[config.mk]
export PLATFORM = sky130hd
export DESIGN_NAME = lku_mix_stage
export DESIGN_NICKNAME = d
export VERILOG_FILES = /design/src/rtl/core/lku_pkg.sv /design/src/rtl/core/lku_mix_stage.sv
export SDC_FILE = /design/constraint.sdc
export NUM_CORES = 1
export LEC_CHECK = 0
export BUFFER_PORTS_ARGS = -buffer_cell sky130_fd_sc_hd__buf_2
export CAP_MARGIN = 40
export CORE_MARGIN = 4
export CORE_UTILIZATION = 45
export DETAILED_ROUTE_END_ITERATION = 10
export GPL_TIMING_DRIVEN = 0
export PLACE_DENSITY_LB_ADDON = 0.12
export SYNTH_ARGS = -nofsm -noshare
export SYNTH_HDL_FRONTEND = slang
export SYNTH_SLANG_ARGS = --single-unit
export TNS_END_PERCENT = 1
[constraint.sdc]
create_clock -name clk_i -period 0.8 [get_ports clk_i]
set_input_delay 0 -clock clk_i [delete_from_list [all_inputs] [get_ports clk_i]]
set_output_delay 0 -clock clk_i [all_outputs]
set_load 0.02 [all_outputs]
[src/rtl/core/lku_pkg.sv]
// lku_pkg: constants, tables and byte-level functions for the license key unwrap core.
// AES-128 inverse cipher helpers, fixed round keys, mixing tables.
// No dependencies.
package lku_pkg;

  localparam int unsigned MixRounds = 5;
  localparam int unsigned AesRounds = 10;
  // one pipeline stage for the input key add, one per AES round and one per mixing round
  localparam int unsigned Depth = AesRounds + 1 + MixRounds;
  localparam int unsigned RoundW = $clog2(AesRounds + 1);

  typedef logic [7:0] byte_t;
  typedef byte_t [15:0] state_t;  // index = byte number
  typedef byte_t [255:0] sbox_t;

  localparam logic [127:0] FixedKey = 128'h869F7745C13FD890CCF29188E3CC3EDF;

  function automatic logic [3:0] perm_order(input int unsigned i);
    logic [127:0] w;
    w = {8'h0C, 8'h03, 8'h06, 8'h04, 8'h01, 8'h0B, 8'h0F, 8'h08,
         8'h02, 8'h07, 8'h00, 8'h05, 8'h0A, 8'h0E, 8'h0D, 8'h09};
    return w[123 - 8*i -: 4];
  endfunction

  function automatic byte_t xor_mask(input int unsigned i);
    logic [127:0] w;
    w = 128'hA93E1FD67C55A329B75FDDA62A95C7A5;
    return w[127 - 8*i -: 8];
  endfunction

  function automatic byte_t sub_table(input int unsigned i);
    logic [127:0] w;
    w = 128'h67D45DA3296D006A4E7C537BF5538C74;
    return w[127 - 8*i -: 8];
  endfunction

  function automatic byte_t xtime(input byte_t a);
    return {a[6:0], 1'b0} ^ (a[7] ? 8'h1B : 8'h00);
  endfunction

  function automatic byte_t gf_mul(input byte_t a, input byte_t b);
    byte_t r, x;
    r = '0;
    x = a;
    for (int k = 0; k < 8; k++) begin
      if (b[k]) r ^= x;
      x = xtime(x);
    end
    return r;
  endfunction

  function automatic byte_t fwd_sbox(input byte_t x);
    byte_t inv, base, s;
    logic [7:0] e;
    inv = 8'h01;
    base = x;
    e = 8'd254;
    for (int k = 0; k < 8; k++) begin
      if (e[k]) inv = gf_mul(inv, base);
      base = gf_mul(base, base);
    end
    if (x == 8'h00) inv = 8'h00;
    s = inv ^ {inv[6:0], inv[7]} ^ {inv[5:0], inv[7:6]} ^ {inv[4:0], inv[7:5]}
        ^ {inv[3:0], inv[7:4]} ^ 8'h63;
    return s;
  endfunction

  // constant table, elaborated once
  function automatic sbox_t build_inv_sbox();
    sbox_t t;
    t = '0;
    for (int v = 0; v < 256; v++) t[fwd_sbox(byte_t'(v))] = byte_t'(v);
    return t;
  endfunction

  localparam sbox_t InvSbox = build_inv_sbox();

  function automatic byte_t inv_sbox(input byte_t y);
    return InvSbox[y];
  endfunction

  // constant table, elaborated once
  function automatic state_t [AesRounds:0] build_round_keys();
    state_t [AesRounds:0] rk;
    byte_t rcon;
    byte_t t0, t1, t2, t3, f;
    logic [7:0] w [0:175];
    rcon = 8'h01;
    for (int i = 0; i < 16; i++) w[i] = FixedKey[127 - 8*i -: 8];
    for (int i = 16; i < 176; i += 4) begin
      t0 = w[i-4]; t1 = w[i-3]; t2 = w[i-2]; t3 = w[i-1];
      if ((i % 16) == 0) begin
        f = t0;
        t0 = fwd_sbox(t1) ^ rcon;
        t1 = fwd_sbox(t2);
        t2 = fwd_sbox(t3);
        t3 = fwd_sbox(f);
        rcon = xtime(rcon);
      end
      w[i] = w[i-16] ^ t0; w[i+1] = w[i-15] ^ t1;
      w[i+2] = w[i-14] ^ t2; w[i+3] = w[i-13] ^ t3;
    end
    for (int r = 0; r <= AesRounds; r++)
      for (int i = 0; i < 16; i++) rk[r][i] = w[16*r + i];
    return rk;
  endfunction

  localparam state_t [AesRounds:0] RoundKeys = build_round_keys();

  function automatic state_t add_key(input state_t s, input int unsigned r);
    state_t o;
    for (int i = 0; i < 16; i++) o[i] = s[i] ^ RoundKeys[r][i];
    return o;
  endfunction

  function automatic state_t inv_shift_sub(input state_t s);
    state_t t;
    for (int c = 0; c < 4; c++)
      for (int r = 0; r < 4; r++)
        t[r + 4*c] = inv_sbox(s[r + 4*((c + 4 - r) % 4)]);
    return t;
  endfunction

  function automatic state_t inv_mix(input state_t s);
    state_t o;
    byte_t a0, a1, a2, a3;
    for (int c = 0; c < 4; c++) begin
      a0 = s[4*c]; a1 = s[4*c+1]; a2 = s[4*c+2]; a3 = s[4*c+3];
      o[4*c]   = gf_mul(a0, 8'd14) ^ gf_mul(a1, 8'd11) ^ gf_mul(a2, 8'd13) ^ gf_mul(a3, 8'd9);
      o[4*c+1] = gf_mul(a0, 8'd9) ^ gf_mul(a1, 8'd14) ^ gf_mul(a2, 8'd11) ^ gf_mul(a3, 8'd13);
      o[4*c+2] = gf_mul(a0, 8'd13) ^ gf_mul(a1, 8'd9) ^ gf_mul(a2, 8'd14) ^ gf_mul(a3, 8'd11);
      o[4*c+3] = gf_mul(a0, 8'd11) ^ gf_mul(a1, 8'd13) ^ gf_mul(a2, 8'd9) ^ gf_mul(a3, 8'd14);
    end
    return o;
  endfunction

  // one mixing round; the borrow chain is a 128-bit subtract in perm order
  function automatic state_t mix_round(input state_t s);
    state_t m, x;
    logic [127:0] a, b, d;
    for (int i = 0; i < 16; i++) m[i] = s[i] ^ xor_mask(i);
    x = m;
    for (int i = 1; i < 16; i++) x[perm_order(i)] = m[perm_order(i)] ^ m[perm_order(i-1)];
    for (int i = 0; i < 16; i++) begin
      a[8*i +: 8] = x[perm_order(i)];
      b[8*i +: 8] = sub_table(perm_order(i));
    end
    d = a - b;
    for (int i = 0; i < 16; i++) x[perm_order(i)] = d[8*i +: 8];
    return x;
  endfunction

endpackage

[src/rtl/core/lku_mix_stage.sv]
// lku_mix_stage: one registered mixing round (mask, chain xor, borrow subtract).
// Depends on lku_pkg.
module lku_mix_stage import lku_pkg::*; (
  input  logic   clk_i,
  input  logic   rst_ni,
  input  logic   valid_i,
  input  state_t data_i,
  output logic   valid_o,
  output state_t data_o
);
  logic   valid_q;
  state_t data_q;

  always_ff @(posedge clk_i or negedge rst_ni) begin
    if (!rst_ni) begin
      valid_q <= 1'b0;
    end else begin
      valid_q <= valid_i;
    end
  end

  always_ff @(posedge clk_i) begin
    data_q <= mix_round(data_i);
  end

  assign valid_o = valid_q;
  assign data_o  = data_q;
endmodule

==> key figures <==
CTS
  – CTS tree: yes
  – Largest buffer count on any clock path: 2
  – Clk slew on worst S/H paths: 0.06 ns
  – Htree depth: 4
  – Root buffer cell: clkbuf_16
  – CTS buffer count: 17
  – Clk sinks: 129

Power and ir drop
  – PwrDens: 2055 nW/um2
  – Lkg Pwr: 5.265 nW
  – Worst VDD drop: 0.001614 V
  – Pwr Total: 0.02873 W

Logic synthesis
  – Synthesized instance count: 1111
  – Largest area contributor in the netlist: dfxtp_1
  – Seq/Total Area, Yosys: 28.16%
  – Fraction of synthesis flops using an asynchronous set or reset pin: 0.7752%
  – Post-synth top area share: 27.89%
  – Mapped cell area: 9189 um2
  – Syn Area/Cell: 8.271 um2
  – Largest cells by area after synthesis: dfxtp_1, xnor2_1, xor2_1
  – Post-synth EDFFs: 0
  – Syn Nets: 1243
  – #FFs+latches synth: 129
  – Yosys Warn Count: 0
  – Synth unique cells: 86
  – Primary FF master, synth: dfxtp_1

Timing
  – RSZ-0062 raised after global routing: true
  – Setup violators final: 244
  – Final Hold Fails: 8
  – Slew HR: 51.35%
  – Fin Hold WS: -0.07051 ns
  – Worst-Margin Slew: 0.7196 ns
  – Fmax: 396.4 MHz
  – Worst setup margin: -1.723 ns
  – Final slew viol count: 0
  – Part of the cycle the worst path needs: 315.4%
  – Final min period: 2.523 ns

Worst setup path
  – CP endpoint kind: flop
  – Crit Path Category: in -> reg
  – Worst setup SP type: input port
  – Worst path arrival time: 2.84 ns
  – Max FO, Critical Path: 3
  – Worst EP required: 1.12 ns

Drt
  – Routed Antenna Nets: 0
  – Pre-antenna DRT Iters: 6
  – Via count: 9867
  – Final wirelength: 36300 um
  – DRC Markers: 0
  – Via density: 5.740
  – Wirelength per Cell: 21.12 um
  – Initial drt markers: 675

Floorplanning
  – IO Count: 260
  – Die Height: 150.9 um
  – Horiz. Die Dim: 150.9 um
  – Placement Rows: 52
  – Die area: 22770 um2
  – Starting Density: 45.56%
  – Core box area: 20170 um2

Status
  – Failing checks: negative hold slack, negative setup slack
  – Outcome: finished with violations

Layout
  – Area Growth Syn to Fin: 52.12%
  – Final design utilization: 69.31%
  – Final cell area excluding filler cells: 13980 um2
  – Fin nets: 1567
  – Fraction of layout cells with a size suffix above 1: 41.85%

Placed design
  – IO buf count: 249
  – Area after DPL: 10900 um2
  – HPWL Detailed: 27950 um
  – GPL Wtd Cong: 0.9658
  – Pre-CTS WS: -2.527 ns

Run
  – Max-capacitance violation count: 0

GRT
  – Largest net degree at the start of global routing: 17
  – All-Layer GR Usage: 30.87%
  – Congestion Overflow GR: 0
  – First-pass GRT wire length: 54500 um
  – Vias in the first global route: 9932
  – Antenna violations before repair: 2

Worst hold path
  – Number of cells on the worst hold path: 3
  – Hold path start: data_i[77]
  – Hold endpoint: data_o[77]
  – Hold crit path type: in -> reg
==> critical path, stage by stage <==
cell and delay [ns]:
buf_8 0.09, inv_4 0.04, ha_4 0.15, nand2b_4 0.15, a2111oi_4 0.37, nor2_2 0.07
o211ai_1 0.44, a41oi_2 0.32, a211oi_2 0.36, nor2_2 0.11, o311ai_4 0.39, a41oi_2 0.20
xnor2_1 0.16
==> layout make-up <==
type                            count  area, um2
Buffer                             13      71.32
Inverter                           13      51.30
Sequential cell                   129       2743
Timing Repair Buffer              306       2624
Clock buffer                       18      429.2
Clock inverter                     14      157.7
Tap cell                          270      337.8
Antenna cell                        1      2.502
Fill cell                        1625       6191
Multi-Input combinational cell    955       7562
==> cell families (layout without fill, tap and decap cells) <==
kind of cell | count (synthesis) | in the layout | synth area share [%]
AOI/OAI and AO/OA | 257 | 257 | 18.80
xor gates and xnor gates | 303 | 303 | 29.62
adders and majority gates | 1 | 1 | 0.1361
buffers and inverters | 27 | 364 | 1.184
DFF | 129 | 129 | 28.16
muxes | 2 | 2 | 0.2179
other | 0 | 1 | 0
and+or+nand+nor | 392 | 392 | 21.88
==> cells in the final DEF (no fill, tap or decap), types with 11 or more instances in the layout <==
master,instances
o21ai_0,44
dlygate4sd3_1,35
inv_1,11
nor3_1,25
nand2_1,98
nand4_1,33
a21oi_1,54
nor2_1,79
buf_4,23
o21ai_1,21
nand3_1,32
and2_1,13
xnor2_2,27
xor2_2,20
nor4_1,11
a31oi_1,20
clkbuf_16,17
buf_6,133
xor2_1,81
dfxtp_2,124
buf_2,116
xnor2_1,160
==> how the worst max path moves through the flow <==
stage / startpoint / end / slack (ns) / cells past startpoint
floorplan: data_i[96] / data_o[72] / -1.53 / 12
global placement: data_i[33] / data_o[109] / -2.58 / 11
detailed placement: data_i[33] / data_o[109] / -2.53 / 11
CTS: data_i[96] / data_o[78] / -1.72 / 14
global route: data_i[24] / data_o[72] / -1.80 / 11
finish: data_i[96] / data_o[72] / -1.72 / 13
==> sequential cells by signal, summed over array words and instances (netlist names) <==
register,cells
valid_o,1
data_o,128
==> through the flow <==
| step | TNS (ns) | instances |
|---|---|---|
| 6_report | -130.24 | 1719 |
| 3_3_place_gp | -203.01 | 1630 |
| 5_1_grt | -141.40 | 1719 |
| 2_1_floorplan | -124.76 | 1111 |
| 3_5_place_dp | -202.85 | 1630 |
| 4_1_cts | -130.62 | 1713 |
==> metal layers <==
| layer | share of wire (%) | vias to the layer above | GRT usage (%) |
|---|---|---|---|
| li1 | - | 4633 | - |
| met1 | 38 | 4650 | 37.06 |
| met2 | 50 | 482 | 53.74 |
| met3 | 8.4 | 100 | 6.882 |
| met4 | 3.7 | 2 | 11.83 |
| met5 | 0.033 | - | 0 |
==> report_power, final <==
group          internal, W  leakage (nW)  switching [W]
Combinational      0.00535          3.89        0.00683
Clock              0.00463         0.277        0.00326
Sequential         0.00805          1.09       0.000617
Total               0.0180          5.27         0.0107
==> cells in the mapped netlist, drive strengths merged, types with 5 or more instances <==
cell type / count
nand3: 35
and3: 9
inv: 13
o31a: 7
a21oi: 61
a21o: 6
xor2: 109
o21a: 10
a211oi: 11
o311ai: 7
dfxtp: 128
nand2: 104
a31oi: 21
nand2b: 9
clkbuf: 9
o211ai: 10
nor3: 36
o22ai: 6
and2: 16
or3: 7
o2111ai: 6
nor2: 88
nor4: 20
nand4: 34
buf: 5
o21ai: 74
nor2b: 8
xnor2: 194
or4: 5
==> what timing repair did <==
item                       in CTS  in global routing
setup buffers                  14                  5
setup endpoints to repair     246                251
pin swaps                      38                 32
hold endpoints to repair       45                  3
resized for setup             453                113
hold buffers                   37                  1
Note: power is estimated with default switching activity, not from simulation.
